## config.mk

```make
export PLATFORM = sky130hd
export DESIGN_NAME = thermistor_code_to_temperature
export DESIGN_NICKNAME = d
export VERILOG_FILES = /design/src/hdl/tcc_pkg.sv /design/src/hdl/tcc_search.sv /design/src/hdl/tcc_interp.sv /design/src/hdl/thermistor_code_to_temperature.sv
export SDC_FILE = /design/constraint.sdc
export NUM_CORES = 1
export LEC_CHECK = 0
export ABC_CLOCK_PERIOD_IN_PS = 17600
export BUFFER_PORTS_ARGS = -buffer_cell sky130_fd_sc_hd__buf_2
export CORE_MARGIN = 3
export CORE_UTILIZATION = 40
export CTS_CLUSTER_SIZE = 24
export DETAILED_ROUTE_END_ITERATION = 12
export MAX_ROUTING_LAYER = met4
export PLACE_DENSITY = 0.63
export REMOVE_ABC_BUFFERS = 1
export SETUP_SLACK_MARGIN = 0.15
export SYNTH_ARGS = -nofsm -noshare
export SYNTH_HDL_FRONTEND = slang
export SYNTH_SLANG_ARGS = --single-unit
```

## constraint.sdc

```tcl
create_clock -name clk -period 17.6 [get_ports clk]
set_input_delay 0.88 -clock clk [delete_from_list [all_inputs] [get_ports clk]]
set_output_delay 0.88 -clock clk [all_outputs]
set_load 0.01 [all_outputs]
```

## src/hdl/tcc_pkg.sv

```systemverilog
// Shared types, ROM table and lookup functions for the thermistor code converter.
package tcc_pkg;

  localparam int CODE_W     = 12;
  localparam int TEMP_W     = 8;
  localparam int ROM_POINTS = 34;
  localparam int ROM_IDX_W  = 6;
  localparam int FIRST_DEG  = -40;
  localparam int STEP_DEG   = 5;
  // Width of five times a code drop, and of up to four times a segment span
  localparam int DROP5_W    = CODE_W + 3;
  localparam int SPAN4_W    = CODE_W + 2;
  localparam int FRAC_W     = 3;

  typedef logic [CODE_W-1:0]        code_t;
  typedef logic signed [TEMP_W-1:0] temp_t;
  typedef logic [ROM_IDX_W-1:0]     rom_idx_t;

  // Segment found by the search stages, handed to the interpolation stages
  typedef struct packed {
    logic     sat;       // code outside the table: answer sat_temp
    temp_t    sat_temp;
    rom_idx_t idx;       // first entry whose code lies below the input
    code_t    code;
  } tcc_seg_t;

  // Descending code points, 5 degrees apart from -40 C
  localparam code_t ROM_CODE [ROM_POINTS] = '{
    12'd2992, 12'd2969, 12'd2940, 12'd2904, 12'd2861,
    12'd2809, 12'd2748, 12'd2677, 12'd2596, 12'd2503,
    12'd2401, 12'd2290, 12'd2170, 12'd2045, 12'd1916,
    12'd1784, 12'd1651, 12'd1520, 12'd1392, 12'd1269,
    12'd1153, 12'd1045, 12'd944,  12'd852,  12'd767,
    12'd691,  12'd621,  12'd559,  12'd502,  12'd452,
    12'd407,  12'd366,  12'd330,  12'd297
  };

  // Code point of one entry; zero outside the table
  function automatic code_t rom_code(input rom_idx_t idx);
    code_t res;
    res = '0;
    if (int'(idx) < ROM_POINTS) begin
      res = ROM_CODE[idx];
    end
    return res;
  endfunction

  // Temperature of one entry
  function automatic temp_t rom_deg(input rom_idx_t idx);
    temp_t res;
    res = TEMP_W'(FIRST_DEG + STEP_DEG * int'(idx));
    return res;
  endfunction

endpackage

```

## src/hdl/tcc_search.sv

```systemverilog
// Two pipeline stages that locate the table segment holding an input code.
module tcc_search
  import tcc_pkg::*;
#(
  parameter int USED = 34
) (
  input  logic     clk,
  input  logic     rst_n,
  input  logic     in_valid,
  output logic     in_stall,
  input  code_t    in_code,
  output logic     out_valid,
  input  logic     out_stall,
  output tcc_seg_t out_seg
);

  // Stage 1: compare against every point
  logic              s1_valid_r;
  code_t             s1_code_r;
  logic              s1_first_r;
  logic [USED-2:0]   s1_lt_r;
  logic [USED-2:0]   lt_nxt;

  // Stage 2: encoded segment
  logic              s2_valid_r;
  tcc_seg_t          s2_seg_r;
  tcc_seg_t          seg_nxt;

  logic              adv1;
  logic              adv2;

  assign adv2     = !s2_valid_r || !out_stall;
  assign adv1     = !s1_valid_r || adv2;
  assign in_stall = !adv1;

  // Flag each point past the first whose code lies below the input
  always_comb begin
    for (int j = 1; j < USED; j++) begin
      lt_nxt[j-1] = rom_code(ROM_IDX_W'(j)) < in_code;
    end
  end

  // Advance stage 1
  always_ff @(posedge clk) begin
    if (!rst_n) begin
      s1_valid_r <= 1'b0;
    end else if (adv1) begin
      s1_valid_r <= in_valid;
    end
  end

  always_ff @(posedge clk) begin
    if (adv1) begin
      s1_code_r  <= in_code;
      s1_first_r <= in_code >= rom_code('0);
      s1_lt_r    <= lt_nxt;
    end
  end

  // Find the rising edge of the below-input flags and encode its position
  always_comb begin
    logic last_sat;
    last_sat         = !s1_lt_r[USED-2];
    seg_nxt.sat      = s1_first_r || last_sat;
    seg_nxt.sat_temp = s1_first_r ? rom_deg('0) : rom_deg(ROM_IDX_W'(USED - 1));
    seg_nxt.code     = s1_code_r;
    seg_nxt.idx      = '0;
    for (int j = 1; j < USED; j++) begin
      if (s1_lt_r[j-1] && (j == 1 || !s1_lt_r[(j > 1) ? j-2 : 0])) begin
        seg_nxt.idx = seg_nxt.idx | ROM_IDX_W'(j);
      end
    end
  end

  // Advance stage 2
  always_ff @(posedge clk) begin
    if (!rst_n) begin
      s2_valid_r <= 1'b0;
    end else if (adv2) begin
      s2_valid_r <= s1_valid_r;
    end
  end

  always_ff @(posedge clk) begin
    if (adv2) begin
      s2_seg_r <= seg_nxt;
    end
  end

  assign out_valid = s2_valid_r;
  assign out_seg   = s2_seg_r;

endmodule

```

## src/hdl/tcc_interp.sv

```systemverilog
// Two pipeline stages that interpolate inside the located segment.
module tcc_interp
  import tcc_pkg::*;
(
  input  logic     clk,
  input  logic     rst_n,
  input  logic     in_valid,
  output logic     in_stall,
  input  tcc_seg_t in_seg,
  output logic     out_valid,
  input  logic     out_stall,
  output temp_t    out_temp
);

  // Stage 3: segment bounds, scaled drop and span multiples
  logic                s3_valid_r;
  logic                s3_sat_r;
  temp_t               s3_sat_temp_r;
  temp_t               s3_deg_r;
  logic [DROP5_W-1:0]  s3_drop5_r;
  logic [SPAN4_W-1:0]  s3_span1_r;
  logic [SPAN4_W-1:0]  s3_span2_r;
  logic [SPAN4_W-1:0]  s3_span3_r;
  logic [SPAN4_W-1:0]  s3_span4_r;

  // Stage 4: result
  logic                s4_valid_r;
  temp_t               s4_temp_r;

  code_t               hi_code;
  code_t               lo_code;
  code_t               span;
  code_t               drop;
  logic [FRAC_W-1:0]   frac;
  temp_t               temp_nxt;
  logic                adv3;
  logic                adv4;

  assign adv4     = !s4_valid_r || !out_stall;
  assign adv3     = !s3_valid_r || adv4;
  assign in_stall = !adv3;

  // Read the segment's two end points
  assign hi_code = rom_code(in_seg.idx - ROM_IDX_W'(1));
  assign lo_code = rom_code(in_seg.idx);
  assign span    = hi_code - lo_code;
  assign drop    = hi_code - in_seg.code;

  // Advance stage 3
  always_ff @(posedge clk) begin
    if (!rst_n) begin
      s3_valid_r <= 1'b0;
    end else if (adv3) begin
      s3_valid_r <= in_valid;
    end
  end

  always_ff @(posedge clk) begin
    if (adv3) begin
      s3_sat_r      <= in_seg.sat;
      s3_sat_temp_r <= in_seg.sat_temp;
      s3_deg_r      <= rom_deg(in_seg.idx - ROM_IDX_W'(1));
      s3_drop5_r    <= {1'b0, drop, 2'b00} + DROP5_W'(drop);
      s3_span1_r    <= SPAN4_W'(span);
      s3_span2_r    <= {1'b0, span, 1'b0};
      s3_span3_r    <= {1'b0, span, 1'b0} + SPAN4_W'(span);
      s3_span4_r    <= {span, 2'b00};
    end
  end

  // Truncated quotient of five times the drop over the span (0 to 4)
  always_comb begin
    frac = '0;
    if (s3_drop5_r >= DROP5_W'(s3_span1_r)) frac = frac + FRAC_W'(1);
    if (s3_drop5_r >= DROP5_W'(s3_span2_r)) frac = frac + FRAC_W'(1);
    if (s3_drop5_r >= DROP5_W'(s3_span3_r)) frac = frac + FRAC_W'(1);
    if (s3_drop5_r >= DROP5_W'(s3_span4_r)) frac = frac + FRAC_W'(1);
    temp_nxt = s3_sat_r ? s3_sat_temp_r : s3_deg_r + temp_t'({1'b0, frac});
  end

  // Advance stage 4
  always_ff @(posedge clk) begin
    if (!rst_n) begin
      s4_valid_r <= 1'b0;
    end else if (adv4) begin
      s4_valid_r <= s3_valid_r;
    end
  end

  always_ff @(posedge clk) begin
    if (adv4) begin
      s4_temp_r <= temp_nxt;
    end
  end

  assign out_valid = s4_valid_r;
  assign out_temp  = s4_temp_r;

endmodule

```

## src/hdl/thermistor_code_to_temperature.sv

```systemverilog
// Top level of the thermistor code to temperature converter.
//
// Input channel: in_valid, in_stall, in_adc_code (12-bit raw converter code).
// Result channel: out_valid, out_stall, out_temp_celsius (8-bit signed degrees C).
// An item moves on a rising edge where valid is high and stall is low.
// Each code gives exactly one temperature from -40 to 125, interpolated
// linearly between table points 5 degrees apart and truncated.
// Each item passes four registered stages: compare against all points, encode
// the segment, read its end points, then a four-way compare ladder forms the
// quotient and the sum.
// Throughput is one item per cycle while the receiver does not stall; each of
// the four stages holds one item.
// When the receiver stalls, stages fill in behind the waiting result and
// in_stall rises only once the pipeline has no empty stage left.
// Reset (rst_n low, synchronous) empties every stage; no table clearing is
// needed since the table is constant.
module thermistor_code_to_temperature
  import tcc_pkg::*;
#(
  parameter int TABLE_ENTRIES = 34
) (
  input  logic  clk,
  input  logic  rst_n,
  input  logic  in_valid,
  output logic  in_stall,
  input  code_t in_adc_code,
  output logic  out_valid,
  input  logic  out_stall,
  output temp_t out_temp_celsius
);

  // Number of table points in use
  localparam int USED = (TABLE_ENTRIES < ROM_POINTS) ? TABLE_ENTRIES : ROM_POINTS;

  tcc_seg_t seg;
  logic     seg_valid;
  logic     seg_stall;

  // Locate the segment
  tcc_search #(
    .USED(USED)
  ) u_search (
    .clk       (clk),
    .rst_n     (rst_n),
    .in_valid  (in_valid),
    .in_stall  (in_stall),
    .in_code   (in_adc_code),
    .out_valid (seg_valid),
    .out_stall (seg_stall),
    .out_seg   (seg)
  );

  // Interpolate within it
  tcc_interp u_interp (
    .clk       (clk),
    .rst_n     (rst_n),
    .in_valid  (seg_valid),
    .in_stall  (seg_stall),
    .in_seg    (seg),
    .out_valid (out_valid),
    .out_stall (out_stall),
    .out_temp  (out_temp_celsius)
  );

endmodule

```

== Yosys cells after proc, flatten, opt, wreduce, memory -nomap -nowiden ==
Memories as Yosys holds them, arrays and structs flattened.
Index checks and enable logic that the tools add are counted.
Storage, ports and cells
  memories kept: 2
  input bits: 16
  bits in registers: 143
  logic and storage cells: 209
  output and inout port bits: 10
  memory bits (read-only): 1536
Memory list
  (name not given): words 64, width 12, rd ports 1, clocked after memory_dff 0, write ports 0, line tcc_pkg.sv:43  | res = ROM_CODE[idx];
  (name not given): words 64, width 12, rd ports 1, clocked after memory_dff 0, write ports 0, line tcc_pkg.sv:43
Operators by class
  add/subtract/negate cells: 10
  multiplexer cells: 51
  equality and inequality tests: 4
  reduce and logical (&&, ||, !) cells: 77
  bitwise operators: 2
  magnitude comparators: 42
  multiply operators: 1
Operators by type and width (number)
  less-than comparator 12 bit (first input constant): 12
  less-than comparator 11 x 12 -> 1 bit (first input constant): 9
  2-to-1 mux 5 bit: 16
  less-than comparator 10 x 12 -> 1 bit (first input constant): 6
  less-than comparator 9 x 12 -> 1 bit (first input constant): 6
  2-to-1 mux 12 bit: 6
  logical NOT 1 bit: 39
  logical AND 1 bit: 32
  2-to-1 mux 4 bit: 8
  greater-or-equal comparator 15 x 14 -> 1 bit: 2
  subtractor 12 bit: 2
  2-to-1 mux 3 bit: 7
  2-to-1 mux 8 bit: 2
  adder 14 x 12 -> 15 bit: 1
  greater-or-equal comparator 15 x 12 -> 1 bit: 1
  greater-or-equal comparator 15 x 13 -> 1 bit: 1
  adder 13 x 12 -> 14 bit: 1
  greater-or-equal comparator 7 bit (second input constant): 2
  inverter 6 -> 7 bit: 2
  greater-or-equal comparator 12 bit (second input constant): 1
  less-than comparator 6 bit (second input constant): 2
  2-to-1 mux 1 bit: 10
  adder 7 x 8 -> 8 bit (first input constant): 1
  adder 8 x 4 -> 8 bit: 1
  other kinds (8): 17

== Depth between registers and ports, before layout ==
  word-level depth: 32
  gate-level depth with buffers: 31
  depth with buffers taken out: 28

== Modules after synthesis ==
From an unflattened synthesis, not the netlist that was laid out.
Unflattened totals
  cells, all modules: 1105
  area total of the unflattened synthesis: 10732.8 um^2
Modules (own cells, without submodules)
  tcc_interp: area an instance 7497.2 um^2, times used 1, sequential area each 1991.9 um^2, cells each 823
  tcc_search: area an instance 3235.6 um^2, times used 1, sequential area each 2052.0 um^2, cells each 282

== Worst setup path after synthesis ==
Ideal clock, no wire load.
  path kind: register -> register
  start: register u_search.s2_seg_r, in the netlist u_search.out_seg[12]
  end: register u_interp.s3_span3_r[12], data pin
  data arrival time: 5.964 ns
  library setup time: 0.269 ns
  cell stages (with the launch flop): 27
  slack: 11.367 ns
  buffers on the path: 2
  period minus slack after synthesis: 6.233 ns
  data required time: 17.331 ns
  cells stage by stage: edfxtp_1 -> clkbuf_1 -> inv_1 -> ha_1 -> nor3b_4 -> xor2_2 -> clkbuf_1 -> ha_1 -> nand3b_1 -> o32a_2 -> o21bai_1 -> a31oi_1 -> ha_1 -> a21oi_1 -> nand3_1 -> and4bb_1 -> o221ai_2 -> nor2b_1 -> xnor2_1 -> ha_1 -> a21oi_1 -> o21ai_0 -> a21oi_1 -> o21ai_0 -> maj3_2 -> a21oi_2 -> xnor2_1
Between the ends
  longest elaborated chain between the ends: 8
  elaborated cells on any way between the ends: 15
  classes of those cells: 3 x add/sub; 2 x order compare; 6 x mux; 2 x bitwise; 2 x memory
RTL lines
  from (decl): line tcc_search.sv:26  | tcc_seg_t s2_seg_r;
  from (signal assigned): line tcc_search.sv:86  | s2_seg_r <= seg_nxt;
  subtractor 6 x 1 -> 6 bit: line tcc_interp.sv:44  | assign hi_code = rom_code(in_seg.idx - ROM_IDX_W'(1));
  inverter 6 -> 7 bit (implied by the code): line tcc_pkg.sv:43
  memory read (64 x 12 bit)
  2-to-1 mux 12 bit (implied by the code) (2 in a row): line tcc_pkg.sv:43
  2-to-1 mux 12 bit: line tcc_pkg.sv:42  | if (int'(idx) < ROM_POINTS) begin
  subtractor 12 bit (*): line tcc_interp.sv:46  | assign span = hi_code - lo_code;
  named net u_interp.span[7]: line tcc_interp.sv:32  | code_t span;
  adder 13 x 12 -> 14 bit (*): line tcc_interp.sv:66  | s3_span3_r <= {1'b0, span, 1'b0} + SPAN4_W'(span);
  to (signal assigned): line tcc_interp.sv:66
  to (decl): line tcc_interp.sv:23  | logic [SPAN4_W-1:0] s3_span3_r;
Mark *: on every way through the listed nets, which the timed path passes. The rest lies on a longest branch. The select of a mux whose other input is x is not followed.
A chain may end at the register's enable or synchronous reset.

== Worst setup path after layout ==
  start: register u_search.s2_seg_r, in the netlist u_search.out_seg[12]
  end: register u_interp.s3_span3_r[13], data pin
The elaborated chain is that of the path after synthesis.

==> results by group <==
Global route
  • Largest net degree at the start of global routing: 52
  • GR Util All Layers: 0.176
  • Initial antenna violation count: 0
  • First-pass GRT wire length: approximately 38 mm
  • Grt ovf: 0
  • Number of global-route vias before repair: 7347

Clock tree
  • Worst-path clk slew: around 60 ps
  • H-Tree Depth: 4
  • Post-cts resize count: 0
  • Total number of clock tree sinks: between 100 and 150
  • Clock root cell: clkbuf_16
  • CTS Hold Bufs: 0
  • Post-CTS Setup Inserts: 0
  • CTS Buf Count: 17
  • CTS tree: built
  • Clk_lat worst skew: ~430 ps
  • Clock buffer depth: 2

Floorplanning
  • Die Span X: about 170 µm
  • Rows: 57
  • Initial Util: 0.413
  • Io pins: 26
  • Core area: roughly 0.025 mm²
  • Die Span Y: roughly 170 µm
  • Die ar.: 0.0274 mm²

Yosys
  • Synthesized flop and latch total: 130
  • Prevailing post-synth register cell: edfxtp_1
  • Number of library cell types mapped by synthesis: 91
  • Synth Cell Area: between 0.01 and 0.015 mm²
  • Asr flop ratio synth: 0
  • Avg Inst Size Synth: roughly 9.8 µm²
  • Post-synth EDFFs: about 130
  • YS warnings: 0
  • Cells after synthesis: about 1000
  • Sequential-to-total area share from yosys stat: 0.379

Drt
  • Vias: 7694
  • Post-DRT Antenna Nets: 0
  • Vias/cell: 5.56
  • Final WL: 23.6 mm
  • Drt first pass iters: 5
  • Wire per inst: ~17 µm
  • 1st-iter DRT viols: about 670
  • Residual DRC: 0

Timing
  • Setup violations, final: 0
  • Fin. max-slew vios: 0
  • Final hold violations: 0
  • Crit path time final: ~7100 ps
  • Worst-margin pin slew: 1120 ps
  • Post-route setup slack: between 10000 and 15000 ps
  • Fin crit share: 0.406
  • TNS Setup: 0 ps
  • Clock skew: about 14 ps
  • Fmax: approximately 140 MHz
  • RSZ-0062 raised after global routing: false
  • Relative slew slack: 0.249

Critical path
  • Required time of the worst setup path: approximately 18000 ps
  • Worst Path Buf+Inv: 4
  • Reg2reg end: u_interp.s3_span3_r[13]
  • FF-to-FF Start: u_search.out_seg[12]
  • CP max stage delay: between 500 and 600 ps
  • Critical path peak fanout: 27
  • Startpoint types: register
  • Critical path's slowest cell: xor2_2
  • Setup CP Type: reg2reg
  • R2r setup slk: around 10000 ps
  • CP Data Arrival Time: around 7300 ps
  • Register-to-Register Path Depth: 26
  • Delay-heaviest family, CP: compound AO/OA/AOI/OAI gates
  • Crit end category: register

Min path
  • Min-Delay Startpoint: u_search.s1_code_r[9]
  • Hold WC Path Type: reg2reg
  • Worst Hold Path Cells: 0
  • WHS Endpoint: u_search.out_seg[9]

Pwr
  • Power, Total: 1.73 mW
  • Gate power share: 0.512
  • Pwr Density: ~160 mW/mm²
  • Clk network pwr share: 0.199
  • Psw: approximately 0.68 mW
  • Switching share of power: 0.392
  • P_int: around 1.1 mW
  • Leak: approximately 4.8 nW
  • Seq pwr share: 0.288
  • Maximum vdd ir drop: approximately 0.096 mV

Layout
  • Antenna cells: 0
  • Final nets: 1191
  • Fill cells: ~2300
  • Area Overhead vs Synth: 9.24%
  • Fraction of layout cells with a size suffix above 1: 0.0952
  • Leading cell type in the layout, fill and taps excluded: edfxtp_1
  • Most frequent cells in the layout: edfxtp_1 (126), ha_1 (120), inv_1 (93), nand2_1 (79), nor2_1 (74)

Placement
  • Routability cong.: slightly below 0.9
  • Dpl hpwl: approximately 17 mm
  • Buffers on Ports: 25
  • Setup WS pre-CTS: between 10000 and 15000 ps

Flow run
  • Max-cap violations: 0

Status
  • Status: complete, no violations
==> power groups by stage <==
stage | Sequential (mW) | Combinational, mW | Clock (mW)
6_report | 0.498 | 0.886 | 0.345
5_1_grt | 0.507 | 1.01 | 0.365
4_1_cts | 0.499 | 0.894 | 0.352
3_5_place_dp | 0.505 | 0.883 | 0
3_3_place_gp | 0.504 | 0.863 | 0
2_1_floorplan | 0.493 | 0.684 | 0
==> cells by family (layout without fill, tap and decap cells) <==
logic type               count (synthesis)  count (layout)  synth area share
adder cells (fa/ha/maj)                128             128             0.162
flip-flops                             130             130             0.379
multiplexers                             9               9            0.0128
AO/OA/AOI/OAI                          303             303             0.202
AND/OR/NAND/NOR                        273             273             0.133
XOR/XNOR                                59              59            0.0558
buffers and inverters                  140             159            0.0551
==> cell type report <==
cell class                      count  area, µm²  area share
Multi-Input combinational cell    772       5780       0.519
Timing Repair Buffer               28        148      0.0133
Tap cell                          324        405      0.0364
Clock buffer                       17        425      0.0382
Clock inverter                     15        149      0.0134
Sequential cell                   130       3860       0.347
Inverter                           99        372      0.0334
==> synthesized netlist by cell type (all sizes together) (7+ instances only) <==
cell type	instances	area, µm²
fa	7	140
nand3	16	80.1
nand2b	19	119
ha	120	1500
a21oi	72	379
o21ai	68	344
clkbuf	36	135
nand2	79	297
edfxtp	126	3780
a21boi	9	67.6
a31oi	13	96.3
and2	9	58.8
o21a	17	128
o211ai	10	75.1
nor2b	23	144
nor2	75	284
a211oi	13	97.6
a21o	46	345
xor2	24	236
inv	97	364
xnor2	35	333
nor3	17	95.1
==> worst max-delay path by stage <==
stage | from | to | slack [ps] | depth (start not counted)
3_5_place_dp | u_search.out_seg[12] | u_interp.s3_span3_r[13] | 10590 | 26
2_1_floorplan | u_search.out_seg[12] | u_interp.s3_span3_r[13] | 11240 | 24
6_report | u_search.out_seg[12] | u_interp.s3_span3_r[13] | 10450 | 26
5_1_grt | u_search.out_seg[12] | u_interp.s3_span3_r[12] | 9850 | 25
4_1_cts | u_search.out_seg[12] | u_interp.s3_span3_r[13] | 10500 | 26
3_3_place_gp | u_search.out_seg[12] | u_interp.s3_span3_r[13] | 10650 | 26
==> worst register-to-register path, delay by kind of cell, from the launching register on <==
family / cells / cell delay (ps)
xor gates and xnor gates: 2 / 770
buffers and inverters: 4 / 980
AOI/OAI and AO/OA: 13 / 2900
adders and majority gates: 4 / 1400
DFF: 1 / 350
and+or+nand+nor: 3 / 500
==> sequential cells by signal (all words and copies together) (netlist names), 2 cells and up <==
name / flops
u_search.s1_lt_r: 33
u_search.out_seg: 21
u_interp.s3_drop5_r: 15
u_interp.s3_span3_r: 14
u_search.s1_code_r: 12
u_interp.s3_span1_r: 11
u_interp.out_temp: 8
u_interp.s3_deg_r: 8
u_interp.s3_sat_temp_r: 2
==> routing by layer <==
| metal | wire (µm) | GRT usage | vias to the layer above |
|---|---|---|---|
| met1 | 10900 | 0.229 | 3624 |
| met4 | 684 | 0.0680 | 0 |
| met5 | 0 | - | - |
| met3 | 820 | 0.0234 | 49 |
| li1 | - | - | 3805 |
| met2 | 11200 | 0.279 | 216 |
==> metrics by stage <==
stage / util / cell area (µm²) / hold slack [ps] / std cells
floorplan: - / 10000 / 400 / 1001
global placement: 0.428 / 10600 / 402 / 1353
detailed placement: 0.428 / 10600 / 405 / 1353
CTS: 0.451 / 11100 / 418 / 1385
global route: 0.451 / 11100 / 423 / 1385
finish: 0.451 / 11100 / 417 / 1385
(Power assumes the default switching activity.)
